## config.mk

```make
export PLATFORM = sky130hd
export DESIGN_NAME = detection_alert_save_gate
export DESIGN_NICKNAME = d
export VERILOG_FILES = /design/src/rtl/core/dasg_pkg.sv /design/src/rtl/core/dasg_ram.sv /design/src/rtl/core/dasg_regs.sv /design/src/rtl/core/dasg_ctrl.sv /design/src/rtl/core/detection_alert_save_gate.sv
export SDC_FILE = /design/constraint.sdc
export NUM_CORES = 1
export LEC_CHECK = 0
export ABC_CLOCK_PERIOD_IN_PS = 7380
export CAP_MARGIN = 10
export CORE_MARGIN = 3
export CORE_UTILIZATION = 64
export CTS_CLUSTER_DIAMETER = 60
export DETAILED_ROUTE_END_ITERATION = 8
export DONT_BUFFER_PORTS = 1
export GPL_ROUTABILITY_DRIVEN = 0
export PLACE_DENSITY = 0.8
export SLEW_MARGIN = 25
export SYNTH_ARGS = -nofsm -noshare
export SYNTH_HDL_FRONTEND = slang
export SYNTH_HIERARCHICAL = 1
export SYNTH_SLANG_ARGS = --single-unit
```

## constraint.sdc

```tcl
create_clock -name i_clk -period 7.38 [get_ports i_clk]
set_clock_uncertainty 0.05 [all_clocks]
set_input_delay 1.476 -clock i_clk [delete_from_list [all_inputs] [get_ports i_clk]]
set_output_delay 1.476 -clock i_clk [all_outputs]
set_load 0.01 [all_outputs]
```

## src/rtl/core/dasg_pkg.sv

```systemverilog
package dasg_pkg;

    localparam int RING_DEPTH = 16;
    localparam int TIME_BITS  = 32;

    localparam int RING_AW  = (RING_DEPTH > 1) ? $clog2(RING_DEPTH) : 1;
    localparam int CNT_W    = $clog2(RING_DEPTH + 1);
    localparam int OP_W     = 2;
    localparam int STREAK_W = 8;
    localparam int IVL_W    = 16;
    localparam int WCNT_W   = 5;
    localparam int PADDR_W  = 5;
    localparam int PDATA_W  = 32;
    localparam int REG_W    = PADDR_W - 2;
    localparam int WCNT_MAX = (1 << WCNT_W) - 1;
    localparam int CMP_W    = CNT_W + WCNT_W;

    // event codes
    localparam logic [OP_W-1:0] OP_TICK  = 2'd0;
    localparam logic [OP_W-1:0] OP_FRAME = 2'd1;
    localparam logic [OP_W-1:0] OP_SAVE  = 2'd2;
    localparam logic [OP_W-1:0] OP_NOP   = 2'd3;

    // register indexes
    localparam logic [REG_W-1:0] REG_STREAK = 3'd0;
    localparam logic [REG_W-1:0] REG_IDLE   = 3'd1;
    localparam logic [REG_W-1:0] REG_GAP    = 3'd2;
    localparam logic [REG_W-1:0] REG_MAXWIN = 3'd3;
    localparam logic [REG_W-1:0] REG_WINLEN = 3'd4;

    // register reset values
    localparam logic [STREAK_W-1:0] STREAK_RST = 8'd3;
    localparam logic [IVL_W-1:0]    IDLE_RST   = 16'd5;
    localparam logic [IVL_W-1:0]    GAP_RST    = 16'd10;
    localparam logic [WCNT_W-1:0]   MAXWIN_RST = 5'd6;
    localparam logic [IVL_W-1:0]    WINLEN_RST = 16'd60;

    typedef enum logic [1:0] {
        ST_IDLE,
        ST_EXEC,
        ST_WALK,
        ST_DONE
    } t_state;

    typedef struct packed {
        logic [STREAK_W-1:0] streak_frames;
        logic [IVL_W-1:0]    idle_interval;
        logic [IVL_W-1:0]    min_save_gap;
        logic [WCNT_W-1:0]   max_in_window;
        logic [IVL_W-1:0]    window_length;
    } t_cfg;

    typedef struct packed {
        logic                 rd_en;
        logic [RING_AW-1:0]   rd_addr;
        logic                 wr_en;
        logic [RING_AW-1:0]   wr_addr;
        logic [TIME_BITS-1:0] wr_data;
    } t_mem_req;

    typedef struct packed {
        logic                sampled;
        logic                save_request;
        logic                alert_mode;
        logic [STREAK_W-1:0] hit_streak;
        logic [STREAK_W-1:0] miss_streak;
        logic [WCNT_W-1:0]   window_count;
    } t_result;

    function automatic logic [RING_AW-1:0] ring_next(input logic [RING_AW-1:0] head);
        logic [RING_AW-1:0] nxt;
        if (head == RING_AW'(RING_DEPTH - 1)) begin
            nxt = '0;
        end else begin
            nxt = head + RING_AW'(1);
        end
        return nxt;
    endfunction

    // slot just past the newest capture
    function automatic logic [RING_AW-1:0] ring_tail(input logic [RING_AW-1:0] head,
                                                     input logic [CNT_W-1:0]   count);
        logic [CNT_W:0] sum;
        sum = (CNT_W+1)'(head) + (CNT_W+1)'(count);
        if (sum >= (CNT_W+1)'(RING_DEPTH)) begin
            sum = sum - (CNT_W+1)'(RING_DEPTH);
        end
        return sum[RING_AW-1:0];
    endfunction

    function automatic logic [WCNT_W-1:0] win_sat(input logic [CNT_W-1:0] count);
        logic [CMP_W-1:0] wide;
        wide = CMP_W'(count);
        if (wide > CMP_W'(WCNT_MAX)) begin
            wide = CMP_W'(WCNT_MAX);
        end
        return wide[WCNT_W-1:0];
    endfunction

    function automatic logic [STREAK_W-1:0] inc_sat(input logic [STREAK_W-1:0] v);
        logic [STREAK_W-1:0] r;
        if (v == '1) begin
            r = v;
        end else begin
            r = v + STREAK_W'(1);
        end
        return r;
    endfunction

    function automatic logic gate_ok(input logic [CNT_W-1:0]  count,
                                     input logic [WCNT_W-1:0] max_win,
                                     input logic [IVL_W-1:0]  gap);
        return (CMP_W'(count) < CMP_W'(max_win)) && (gap == '0);
    endfunction

endpackage

```

## src/rtl/core/dasg_ram.sv

```systemverilog
module dasg_ram #(
    parameter int DEPTH = 16,
    parameter int WIDTH = 32,
    localparam int ADDR_W = (DEPTH > 1) ? $clog2(DEPTH) : 1
) (
    input  logic              i_clk,
    input  logic              i_rd_en,
    input  logic [ADDR_W-1:0] i_rd_addr,
    output logic [WIDTH-1:0]  o_rd_data,
    input  logic              i_wr_en,
    input  logic [ADDR_W-1:0] i_wr_addr,
    input  logic [WIDTH-1:0]  i_wr_data
);

    logic [WIDTH-1:0] r_mem [DEPTH];
    logic [WIDTH-1:0] r_rd_data;

    always_ff @(posedge i_clk) begin
        if (i_wr_en) begin
            r_mem[i_wr_addr] <= i_wr_data;
        end
    end

    always_ff @(posedge i_clk) begin
        if (i_rd_en) begin
            r_rd_data <= r_mem[i_rd_addr];
        end
    end

    assign o_rd_data = r_rd_data;

endmodule

```

## src/rtl/core/dasg_regs.sv

```systemverilog
module dasg_regs (
    input  logic                             i_clk,
    input  logic                             i_rst_n,
    input  logic                             psel,
    input  logic                             penable,
    input  logic                             pwrite,
    input  logic [dasg_pkg::PADDR_W-1:0]     paddr,
    input  logic [dasg_pkg::PDATA_W-1:0]     pwdata,
    output logic [dasg_pkg::PDATA_W-1:0]     prdata,
    output dasg_pkg::t_cfg                   o_cfg
);

    dasg_pkg::t_cfg                r_cfg;
    logic [dasg_pkg::REG_W-1:0]    reg_idx;
    logic                          wr_stb;

    assign reg_idx = paddr[dasg_pkg::PADDR_W-1:2];
    assign wr_stb  = psel && penable && pwrite;

    always_ff @(posedge i_clk) begin
        if (!i_rst_n) begin
            r_cfg.streak_frames <= dasg_pkg::STREAK_RST;
            r_cfg.idle_interval <= dasg_pkg::IDLE_RST;
            r_cfg.min_save_gap  <= dasg_pkg::GAP_RST;
            r_cfg.max_in_window <= dasg_pkg::MAXWIN_RST;
            r_cfg.window_length <= dasg_pkg::WINLEN_RST;
        end else if (wr_stb) begin
            case (reg_idx)
                dasg_pkg::REG_STREAK: r_cfg.streak_frames <= pwdata[dasg_pkg::STREAK_W-1:0];
                dasg_pkg::REG_IDLE:   r_cfg.idle_interval <= pwdata[dasg_pkg::IVL_W-1:0];
                dasg_pkg::REG_GAP:    r_cfg.min_save_gap  <= pwdata[dasg_pkg::IVL_W-1:0];
                dasg_pkg::REG_MAXWIN: r_cfg.max_in_window <= pwdata[dasg_pkg::WCNT_W-1:0];
                dasg_pkg::REG_WINLEN: r_cfg.window_length <= pwdata[dasg_pkg::IVL_W-1:0];
                default: ;
            endcase
        end
    end

    always_comb begin
        case (reg_idx)
            dasg_pkg::REG_STREAK: prdata = dasg_pkg::PDATA_W'(r_cfg.streak_frames);
            dasg_pkg::REG_IDLE:   prdata = dasg_pkg::PDATA_W'(r_cfg.idle_interval);
            dasg_pkg::REG_GAP:    prdata = dasg_pkg::PDATA_W'(r_cfg.min_save_gap);
            dasg_pkg::REG_MAXWIN: prdata = dasg_pkg::PDATA_W'(r_cfg.max_in_window);
            dasg_pkg::REG_WINLEN: prdata = dasg_pkg::PDATA_W'(r_cfg.window_length);
            default:              prdata = '0;
        endcase
    end

    assign o_cfg = r_cfg;

endmodule

```

## src/rtl/core/dasg_ctrl.sv

```systemverilog
module dasg_ctrl (
    input  logic                              i_clk,
    input  logic                              i_rst_n,
    input  dasg_pkg::t_cfg                    i_cfg,
    input  logic                              i_start,
    input  logic [dasg_pkg::OP_W-1:0]         i_opcode,
    input  logic                              i_hit,
    input  logic                              i_save_ok,
    output logic                              o_busy,
    output dasg_pkg::t_mem_req                o_mem,
    input  logic [dasg_pkg::TIME_BITS-1:0]    i_rd_data,
    output logic                              o_res_valid,
    output dasg_pkg::t_result                 o_res,
    input  logic                              i_res_take
);

    localparam int TB  = dasg_pkg::TIME_BITS;
    localparam int SW  = dasg_pkg::STREAK_W;
    localparam int IW  = dasg_pkg::IVL_W;
    localparam int CW  = dasg_pkg::CNT_W;
    localparam int AW  = dasg_pkg::RING_AW;

    dasg_pkg::t_state r_state, n_state;

    logic [dasg_pkg::OP_W-1:0] r_op;
    logic                      r_hit;
    logic                      r_save_ok;

    logic          r_mode,    n_mode;
    logic [SW-1:0] r_hits,    n_hits;
    logic [SW-1:0] r_misses,  n_misses;
    logic [IW-1:0] r_idle_cd, n_idle_cd;
    logic [IW-1:0] r_gap_cd,  n_gap_cd;
    logic [TB-1:0] r_now,     n_now;
    logic [AW-1:0] r_head,    n_head;
    logic [CW-1:0] r_count,   n_count;
    logic          r_sampled, n_sampled;
    logic          r_req,     n_req;
    logic          r_gate,    n_gate;

    logic          walk;
    logic [SW-1:0] hit_inc;
    logic [SW-1:0] miss_inc;
    logic [TB-1:0] age;
    logic          expired;
    logic [CW-1:0] cnt_dec;
    logic [AW-1:0] head_inc;

    assign hit_inc  = dasg_pkg::inc_sat(r_hits);
    assign miss_inc = dasg_pkg::inc_sat(r_misses);
    assign age      = r_now - i_rd_data;
    assign expired  = age > TB'(i_cfg.window_length);
    assign cnt_dec  = r_count - CW'(1);
    assign head_inc = dasg_pkg::ring_next(r_head);

    // datapath and memory control
    always_comb begin
        n_mode    = r_mode;
        n_hits    = r_hits;
        n_misses  = r_misses;
        n_idle_cd = r_idle_cd;
        n_gap_cd  = r_gap_cd;
        n_now     = r_now;
        n_head    = r_head;
        n_count   = r_count;
        n_sampled = r_sampled;
        n_req     = r_req;
        n_gate    = r_gate;
        walk      = 1'b0;
        o_mem     = '0;
        case (r_state)
            dasg_pkg::ST_EXEC: begin
                n_sampled = 1'b0;
                n_req     = 1'b0;
                n_gate    = 1'b0;
                case (r_op)
                    dasg_pkg::OP_TICK: begin
                        n_now = r_now + TB'(1);
                        if (r_idle_cd != '0) begin
                            n_idle_cd = r_idle_cd - IW'(1);
                        end
                        if (r_gap_cd != '0) begin
                            n_gap_cd = r_gap_cd - IW'(1);
                        end
                        if (r_count != '0) begin
                            walk          = 1'b1;
                            o_mem.rd_en   = 1'b1;
                            o_mem.rd_addr = r_head;
                        end
                    end
                    dasg_pkg::OP_FRAME: begin
                        if (!r_mode) begin
                            if (r_idle_cd == '0) begin
                                n_sampled = 1'b1;
                                n_idle_cd = i_cfg.idle_interval;
                                if (r_hit) begin
                                    n_mode   = 1'b1;
                                    n_hits   = '0;
                                    n_misses = '0;
                                end
                            end
                        end else begin
                            n_sampled = 1'b1;
                            if (r_hit) begin
                                n_misses = '0;
                                if (hit_inc >= i_cfg.streak_frames) begin
                                    n_hits = '0;
                                    if (r_count != '0) begin
                                        // drop stale captures before the gate check
                                        n_gate        = 1'b1;
                                        walk          = 1'b1;
                                        o_mem.rd_en   = 1'b1;
                                        o_mem.rd_addr = r_head;
                                    end else begin
                                        n_req = dasg_pkg::gate_ok(r_count,
                                                    i_cfg.max_in_window, r_gap_cd);
                                    end
                                end else begin
                                    n_hits = hit_inc;
                                end
                            end else begin
                                n_hits = '0;
                                if (miss_inc >= i_cfg.streak_frames) begin
                                    n_mode    = 1'b0;
                                    n_misses  = '0;
                                    n_idle_cd = i_cfg.idle_interval;
                                end else begin
                                    n_misses = miss_inc;
                                end
                            end
                        end
                    end
                    dasg_pkg::OP_SAVE: begin
                        if (r_save_ok) begin
                            o_mem.wr_en   = 1'b1;
                            o_mem.wr_data = r_now;
                            n_gap_cd      = i_cfg.min_save_gap;
                            if (r_count == CW'(dasg_pkg::RING_DEPTH)) begin
                                // full: overwrite the oldest
                                o_mem.wr_addr = r_head;
                                n_head        = head_inc;
                            end else begin
                                o_mem.wr_addr = dasg_pkg::ring_tail(r_head, r_count);
                                n_count       = r_count + CW'(1);
                            end
                        end
                    end
                    default: ;
                endcase
            end
            dasg_pkg::ST_WALK: begin
                if (expired) begin
                    n_head  = head_inc;
                    n_count = cnt_dec;
                    if (cnt_dec != '0) begin
                        walk          = 1'b1;
                        o_mem.rd_en   = 1'b1;
                        o_mem.rd_addr = head_inc;
                    end
                end
                if (!walk && r_gate) begin
                    n_req = dasg_pkg::gate_ok(n_count, i_cfg.max_in_window, r_gap_cd);
                end
            end
            default: ;
        endcase
    end

    // next state
    always_comb begin
        n_state = r_state;
        case (r_state)
            dasg_pkg::ST_IDLE: begin
                if (i_start) begin
                    n_state = dasg_pkg::ST_EXEC;
                end
            end
            dasg_pkg::ST_EXEC,
            dasg_pkg::ST_WALK: begin
                n_state = walk ? dasg_pkg::ST_WALK : dasg_pkg::ST_DONE;
            end
            dasg_pkg::ST_DONE: begin
                if (i_res_take) begin
                    n_state = dasg_pkg::ST_IDLE;
                end
            end
            default: n_state = dasg_pkg::ST_IDLE;
        endcase
    end

    always_ff @(posedge i_clk) begin
        if (!i_rst_n) begin
            r_state   <= dasg_pkg::ST_IDLE;
            r_mode    <= 1'b0;
            r_hits    <= '0;
            r_misses  <= '0;
            r_idle_cd <= '0;
            r_gap_cd  <= '0;
            r_now     <= '0;
            r_head    <= '0;
            r_count   <= '0;
            r_sampled <= 1'b0;
            r_req     <= 1'b0;
            r_gate    <= 1'b0;
        end else begin
            r_state   <= n_state;
            r_mode    <= n_mode;
            r_hits    <= n_hits;
            r_misses  <= n_misses;
            r_idle_cd <= n_idle_cd;
            r_gap_cd  <= n_gap_cd;
            r_now     <= n_now;
            r_head    <= n_head;
            r_count   <= n_count;
            r_sampled <= n_sampled;
            r_req     <= n_req;
            r_gate    <= n_gate;
        end
    end

    always_ff @(posedge i_clk) begin
        if (i_start && r_state == dasg_pkg::ST_IDLE) begin
            r_op      <= i_opcode;
            r_hit     <= i_hit;
            r_save_ok <= i_save_ok;
        end
    end

    assign o_busy      = (r_state != dasg_pkg::ST_IDLE);
    assign o_res_valid = (r_state == dasg_pkg::ST_DONE);

    always_comb begin
        o_res.sampled      = r_sampled;
        o_res.save_request = r_req;
        o_res.alert_mode   = r_mode;
        o_res.hit_streak   = r_hits;
        o_res.miss_streak  = r_misses;
        o_res.window_count = dasg_pkg::win_sat(r_count);
    end

endmodule

```

## src/rtl/core/detection_alert_save_gate.sv

```systemverilog
// sequence: an accepted item runs EXEC, then one WALK step per ring entry examined by the
//   expiry walk (ticks, and alert hit streaks that reach the gate), then DONE until taken
// one item in flight: input stalls until the result moves to the output register, and the
//   walk reads one entry per step through the single read port of the capture-time ring
// reset: synchronous active-low i_rst_n clears mode, streaks, countdowns, time and ring
//   pointers and loads register defaults; capture-time storage is not cleared
module detection_alert_save_gate (
    input  logic                              i_clk,
    input  logic                              i_rst_n,
    // input item channel
    input  logic                              i_in_valid,
    output logic                              o_in_stall,
    input  logic [dasg_pkg::OP_W-1:0]         i_opcode,
    input  logic                              i_hit,
    input  logic                              i_save_ok,
    // result channel
    output logic                              o_out_valid,
    input  logic                              i_out_stall,
    output logic                              o_sampled,
    output logic                              o_save_request,
    output logic                              o_alert_mode,
    output logic [dasg_pkg::STREAK_W-1:0]     o_hit_streak,
    output logic [dasg_pkg::STREAK_W-1:0]     o_miss_streak,
    output logic [dasg_pkg::WCNT_W-1:0]       o_window_count,
    // register port
    input  logic                              psel,
    input  logic                              penable,
    input  logic                              pwrite,
    input  logic [dasg_pkg::PADDR_W-1:0]      paddr,
    input  logic [dasg_pkg::PDATA_W-1:0]      pwdata,
    output logic [dasg_pkg::PDATA_W-1:0]      prdata,
    output logic                              pready
);

    dasg_pkg::t_cfg                      cfg;
    dasg_pkg::t_mem_req                  mem;
    dasg_pkg::t_result                   res;
    logic [dasg_pkg::TIME_BITS-1:0]      rd_data;
    logic                                busy;
    logic                                res_valid;
    logic                                res_take;
    logic                                in_take;

    logic                                r_out_valid;
    dasg_pkg::t_result                   r_out;

    // register access never waits
    assign pready = 1'b1;

    dasg_regs u_regs (
        .i_clk   (i_clk),
        .i_rst_n (i_rst_n),
        .psel    (psel),
        .penable (penable),
        .pwrite  (pwrite),
        .paddr   (paddr),
        .pwdata  (pwdata),
        .prdata  (prdata),
        .o_cfg   (cfg)
    );

    // capture-time ring, one read and one write port
    dasg_ram #(
        .DEPTH (dasg_pkg::RING_DEPTH),
        .WIDTH (dasg_pkg::TIME_BITS)
    ) u_ring (
        .i_clk     (i_clk),
        .i_rd_en   (mem.rd_en),
        .i_rd_addr (mem.rd_addr),
        .o_rd_data (rd_data),
        .i_wr_en   (mem.wr_en),
        .i_wr_addr (mem.wr_addr),
        .i_wr_data (mem.wr_data)
    );

    // one item in flight; sequencer stalls input while working
    assign o_in_stall = busy;
    assign in_take    = i_in_valid && !busy;

    dasg_ctrl u_ctrl (
        .i_clk       (i_clk),
        .i_rst_n     (i_rst_n),
        .i_cfg       (cfg),
        .i_start     (in_take),
        .i_opcode    (i_opcode),
        .i_hit       (i_hit),
        .i_save_ok   (i_save_ok),
        .o_busy      (busy),
        .o_mem       (mem),
        .i_rd_data   (rd_data),
        .o_res_valid (res_valid),
        .o_res       (res),
        .i_res_take  (res_take)
    );

    // output register decouples the result from the next item
    assign res_take = res_valid && (!r_out_valid || !i_out_stall);

    always_ff @(posedge i_clk) begin
        if (!i_rst_n) begin
            r_out_valid <= 1'b0;
        end else if (res_take) begin
            r_out_valid <= 1'b1;
        end else if (!i_out_stall) begin
            r_out_valid <= 1'b0;
        end
    end

    // payload, no reset needed
    always_ff @(posedge i_clk) begin
        if (res_take) begin
            r_out <= res;
        end
    end

    assign o_out_valid    = r_out_valid;
    assign o_sampled      = r_out.sampled;
    assign o_save_request = r_out.save_request;
    assign o_alert_mode   = r_out.alert_mode;
    assign o_hit_streak   = r_out.hit_streak;
    assign o_miss_streak  = r_out.miss_streak;
    assign o_window_count = r_out.window_count;

endmodule

```

==> impl_metrics.ini, run 1 <==
[clock_network]
ctsLongestPathBuffers = 3
numCtsBuffers = 74
clock-sinks = 729
h-tree-depth = 3
worstSkewPairLatency_ps = 630
clockRootBuffer = clkbuf_16
ctsHoldBuffers = 0
tritoncts = built
clk_pin_slew_ps = 60

[floorplanning]
fp-row-count = 82
design.core.area_mm2 = 0.0503
die_w_um = 232
die_area_mm2 = 0.0538
ioPinCount = 107
die_y_um = 232
initial_core_util = 0.650

[route]
drt_pre_antenna_iters = 6
viasPerCell = 6.72
vias = 21000
wl_per_cell_um = 25.5
drcViolationCount = 0
ant_nets = 0
wl_mm = 79.7
drt_iter0_drc = 2201

[finish]
final_cell_count_no_fill = 3120
fin_nets = 2524
area_delta_synth_final_pct = 10.1
mostFrequentLayoutCells = edfxtp_1, nand2_1, dfxtp_1
drive_gt1_frac = 0.143
final_common_cell = edfxtp_1
num_antenna_cells = 0
final_area_mm2 = 0.0360
utilization = 0.716

[critical_path]
worstPathMaxFanout = 13
cpMostUsedCell = ha_1
endpoint_kind = flop
crit_slowest_cell = dfxtp_1
slowest_delay_ps = 420
critPathKind = reg -> reg
startpoint_type = flop
cp.arrival_ps = 7390
required_ps = 7870

[sta]
slew_headroom = 0.307
hold_viol = 0
fin_tns_setup_ps = 0
fin_crit_sh = 0.935
max_freq_mhz = 145
fin_crit_ps = 6900
rsz0062_at_grt = false
worst_pin_slew_ps = 1040
setup_violations = 0
slew_violations = 0

[placed_design]
placed_area_mm2 = 0.0334
hpwl_mm = 47.0
place_inst = 2981
port_buffers = 0

[synth]
synth_area_mm2 = 0.0327
async_flop_share = 0
ys_ff_latch = 729
ys_seq_area_frac = 0.622
synth_cell_types = 83
netlist_top_cells_area = edfxtp_1, dfxtp_1, mux4_2, ha_1, nand2_1
synth_ff_type = edfxtp_1
syn_inst = 2384
yosysTopAreaCellShare = 0.526
synth.avg_cell_area_um2 = 13.7
yosys.area.top_type = edfxtp_1
synth_edf_count = 572
ys_warn_count = 6

[outcome]
status = finished clean

[min_path]
min_path_type = reg -> reg

[power]
power_leakage_uw = 0.0113
peakVddDrop_mv = 0.298
power.density_mw_per_mm2 = 296

[global_route]
antenna_found_initial = 0
grt_use_total = 0.300
grt_max_degree = 102
grt_pass1_vias = 20700
grt_first_pass_wirelength_mm = 122
globalRouteOverflowTotal = 0

[run]
max-cap-violations = 0
cell type report:
cell class              instances  area (um2)
repair buffers                 43         373
well taps                     672         841
clock inverters                43         488
inverters                      96         360
multi-input cells            1442       11600
flip-flops and latches        729       20300
clock buffers                  95        2020
fillers                      3170       14300
critical path: cells and delay by family (launching register included):
| family | cells | cell delay, ps |
|---|---|---|
| compound gates | 9 | 2000 |
| simple gates | 11 | 1930 |
| fa+ha+maj | 4 | 1280 |
| xor+xnor | 2 | 510 |
| buf+inv | 3 | 490 |
| flops | 1 | 420 |
| mux | 1 | 160 |
report_power, final:
part	internal [uW]	switching, uW	total (uW)
Clock	2220	1600	3820
Sequential	4540	140	4680
Combinational	846	1310	2150
registers in the layout, indices dropped and copies added, names as in the netlist, 5 cells and up:
register / count
o_hit_streak: 8
u_regs/o_cfg: 61
u_ring/r_mem: 512
u_ctrl/r_now: 32
u_ctrl/r_hits: 8
o_window_count: 5
u_ctrl/r_gap_cd: 16
u_ring/o_rd_data: 32
u_ctrl/r_misses: 8
u_ctrl/r_count: 5
o_miss_streak: 8
u_ctrl/r_idle_cd: 16
final timing paths:
kind | cells after the start | slack (ps) | to | startpoint
hold reg to reg | 0 | 400 | o_sampled | u_ctrl/r_sampled
setup / recovery | 30 | 480 | u_ctrl/r_req | u_ctrl/r_now[0]
setup reg to reg | 30 | 480 | u_ctrl/r_req | u_ctrl/r_now[0]
hold / removal | 0 | 400 | o_sampled | u_ctrl/r_sampled
layer usage:
layer  part of all wire  GRT usage  routed length, um  vias up
met5                  0          0                  0        -
met4              0.045      0.137               3620        0
met3              0.078     0.0512               6250      238
met2               0.49      0.488              39000     1126
met1               0.39      0.401              30900    10500
li1                   -          -                  -     9066
per-stage QoR:
| stage | worst slack, ps | hold WS (ps) | power [uW] |
|---|---|---|---|
| finish | 479 | 398 | 10600 |
| global route | 86.0 | 408 | 11100 |
| CTS | 383 | 403 | 10700 |
| detailed placement | 410 | 388 | 6840 |
| global placement | 674 | 375 | 6740 |
| floorplan | 1590 | 382 | 6390 |
what timing repair did:
action / 4_1_cts / 5_1_grt
setup endpoints to repair: 0 / 1
buffers inserted: 0 / 1
resized for setup: 0 / 3
endpoints found under the hold margin: 0 / 0
Yosys cell counts (22+ instances only):
master,instances
xnor2_1,28
o21ai_0,76
ha_1,88
nor3_1,35
mux2i_1,69
and2_1,40
xor2_1,32
nor2b_1,24
nand2_1,210
mux4_2,128
nor2_1,147
a21oi_1,112
inv_1,95
a22oi_1,99
a21o_1,32
edfxtp_1,572
a211oi_1,22
nand3_1,43
clkbuf_1,71
dfxtp_1,157
nand4_1,32
nand2b_1,23
buf_4,31
logic make-up (layout without fill, tap and decap cells):
family,Yosys count,count (layout),share of synthesized area
fa+ha+maj,90,90,0.0349
simple gates,624,624,0.0930
flops,729,729,0.622
xor+xnor,60,60,0.0161
other cells,2,17,0.000230
compound gates,444,444,0.0890
mux,207,207,0.113
buf+inv,228,277,0.0314
No activity file was read; power rests on OpenSTA's default activity.
==> run 2, diff against run 1 <==
Settings changed: CAP_MARGIN 10 to 5, SYNTH_HIERARCHICAL 1 to default.
==> run 2 against run 1 <==
- wire length up 18%
- sequential power up 1%
- area after synthesis up 6.5%
- via count up 23%
- clock-buffer cell count up 1
- maximum frequency down 0.98%
- critical endpoint is now u_ring.o_rd_data[28]
- largest cell class unchanged
- largest power group unchanged
- highest routed layer unchanged
==> impl_metrics.ini, run 2 <==
[outcome]
status = finished clean

[floorplanning]
design.core.area_mm2 = 0.0532
initial_core_util = 0.654
die_w_um = 239
ioPinCount = 107
fp-row-count = 84
die_area_mm2 = 0.0572
die_y_um = 239

[route]
drcViolationCount = 0
wl_mm = 94.3
wl_per_cell_um = 25.1
drt_pre_antenna_iters = 8
ant_nets = 0
viasPerCell = 6.85
vias = 25700
drt_iter0_drc = 3007

[global_route]
antenna_found_initial = 0
globalRouteOverflowTotal = 0
grt_pass1_vias = 24900
grt_first_pass_wirelength_mm = 143
grt_use_total = 0.325
grt_max_degree = 160

[placed_design]
place_inst = 3624
hpwl_mm = 54.1
port_buffers = 0
placed_area_mm2 = 0.0355

[sta]
worst_pin_slew_ps = 1040
fin_crit_ps = 6970
rsz0062_at_grt = false
slew_violations = 0
setup_violations = 0
slew_headroom = 0.304
hold_viol = 0
max_freq_mhz = 143
fin_crit_sh = 0.944
fin_tns_setup_ps = 0

[critical_path]
timing.rr.start = u_ctrl.r_now[3]
cp.arrival_ps = 7270
worstPathMaxFanout = 42
startpoint_type = flop
critPathKind = reg -> reg
path_cells = ha_1 -> and2_1 -> a221o_1 -> or2_2 -> a31oi_1 -> o21ai_0 -> xor2_1 -> ha_1 -> nand4_1 -> or4_1 -> o21ai_0 -> o211ai_1 -> nor4_1 -> nand3_1 -> o21ai_4 -> buf_4 -> a21oi_4 -> buf_12 -> a21o_1 -> o221ai_1 -> nand4_1
endpoint_kind = flop
startpoint = u_ctrl.r_now[3]
required_ps = 7680
slowest_delay_ps = 530
crit_slowest_cell = buf_4
rrSetupSlack_ps = 410

[synth]
netlist_top_cells_area = edfxtp_1, dfxtp_1, nand2_1, ha_1, and2_1
ys_seq_area_frac = 0.584
ys_warn_count = 0
synth_cell_types = 77
synth_most_common_cell = edfxtp_1
synth_area_mm2 = 0.0348
yosys.area.top_type = edfxtp_1
synth_edf_count = 572
synth.avg_cell_area_um2 = 11.2
yosys-top-cells-count = edfxtp_1, nand2_1, clkbuf_1, dfxtp_1, o21ai_0
ys_ff_latch = 729
synth_ff_type = edfxtp_1
yosysTopAreaCellShare = 0.494
async_flop_share = 0
syn_inst = 3093

[clock_network]
h-tree-depth = 3
clock-sinks = 729
numCtsBuffers = 75
clk_pin_slew_ps = 70
tritoncts = built
worstSkewPairLatency_ps = 640
ctsLongestPathBuffers = 3
cts_resized = 0
cts_setup_buffers = 0
clockRootBuffer = clkbuf_16
ctsHoldBuffers = 0

[power]
power.density_mw_per_mm2 = 306
power_leakage_uw = 0.0141
peakVddDrop_mv = 0.271

[run]
max-cap-violations = 0

[finish]
fin_nets = 3151
final_area_mm2 = 0.0379
drive_gt1_frac = 0.0749
final_common_cell = edfxtp_1
final_cell_count_no_fill = 3757
largest_register_ffs = 512
mostFrequentLayoutCells = edfxtp_1, nand2_1, dfxtp_1
area_delta_synth_final_pct = 8.81
max_flop_register = u_ring.r_mem
num_antenna_cells = 0

[min_path]
hp-start = u_regs.o_cfg[55]
min_path_type = reg -> reg
run 2: cells by family after synthesis:
family / Yosys count / share of synthesized area
XOR/XNOR: 66 / 0.0166
flip-flops: 729 / 0.584
other: 2 / 0.000216
multiplexers: 54 / 0.0158
AO/OA/AOI/OAI: 869 / 0.180
buffers and inverters: 352 / 0.0416
AND/OR/NAND/NOR: 931 / 0.129
adder cells (fa/ha/maj): 90 / 0.0328
run 2: layout make-up:
cell class | instances | area, um2
Tap cell | 688 | 861
Sequential cell | 729 | 20300
Clock inverter | 37 | 325
Multi-Input combinational cell | 2027 | 13400
Fill cell | 3555 | 15300
Clock buffer | 96 | 1990
Inverter | 127 | 477
Timing Repair Buffer | 53 | 523
run 2: through the flow:
stage / utilization / worst slack (ps) / total power (uW) / hold WS [ps]
6_report: 0.712 / 411 / 11600 / 432
5_1_grt: 0.712 / 150 / 12000 / 447
4_1_cts: 0.712 / 582 / 11500 / 435
3_5_place_dp: 0.668 / 705 / 7950 / 428
3_3_place_gp: 0.668 / 847 / 7810 / 415
2_1_floorplan: - / 1830 / 7000 / 358
run 2: worst paths after layout:
kind                           to  depth (start not counted)
max          u_ring.o_rd_data[28]                         21
min reg2reg      u_regs.o_cfg[55]                          2
min              u_regs.o_cfg[55]                          2
max reg2reg  u_ring.o_rd_data[28]                         21
run 2: power by group:
group | internal (uW) | switching (uW) | total [uW]
registers | 4580 | 167 | 4750
clock network | 2020 | 1580 | 3610
logic | 1040 | 2180 | 3220
total | 7640 | 3930 | 11600
run 2: metal layers:
metal	global-route usage	wire length (um)
met4	0.150	4510
met5	0	0
met2	0.538	44700
met3	0.0604	10100
met1	0.421	35000
run 2: worst max-delay path: cells and delay by family (launching register included):
kind                     cells  cell delay (ps)
XOR/XNOR                     1              190
buffers and inverters        2              860
AND/OR/NAND/NOR              7             2000
flip-flops                   1              470
adder cells (fa/ha/maj)      2              660
AO/OA/AOI/OAI                9             2410
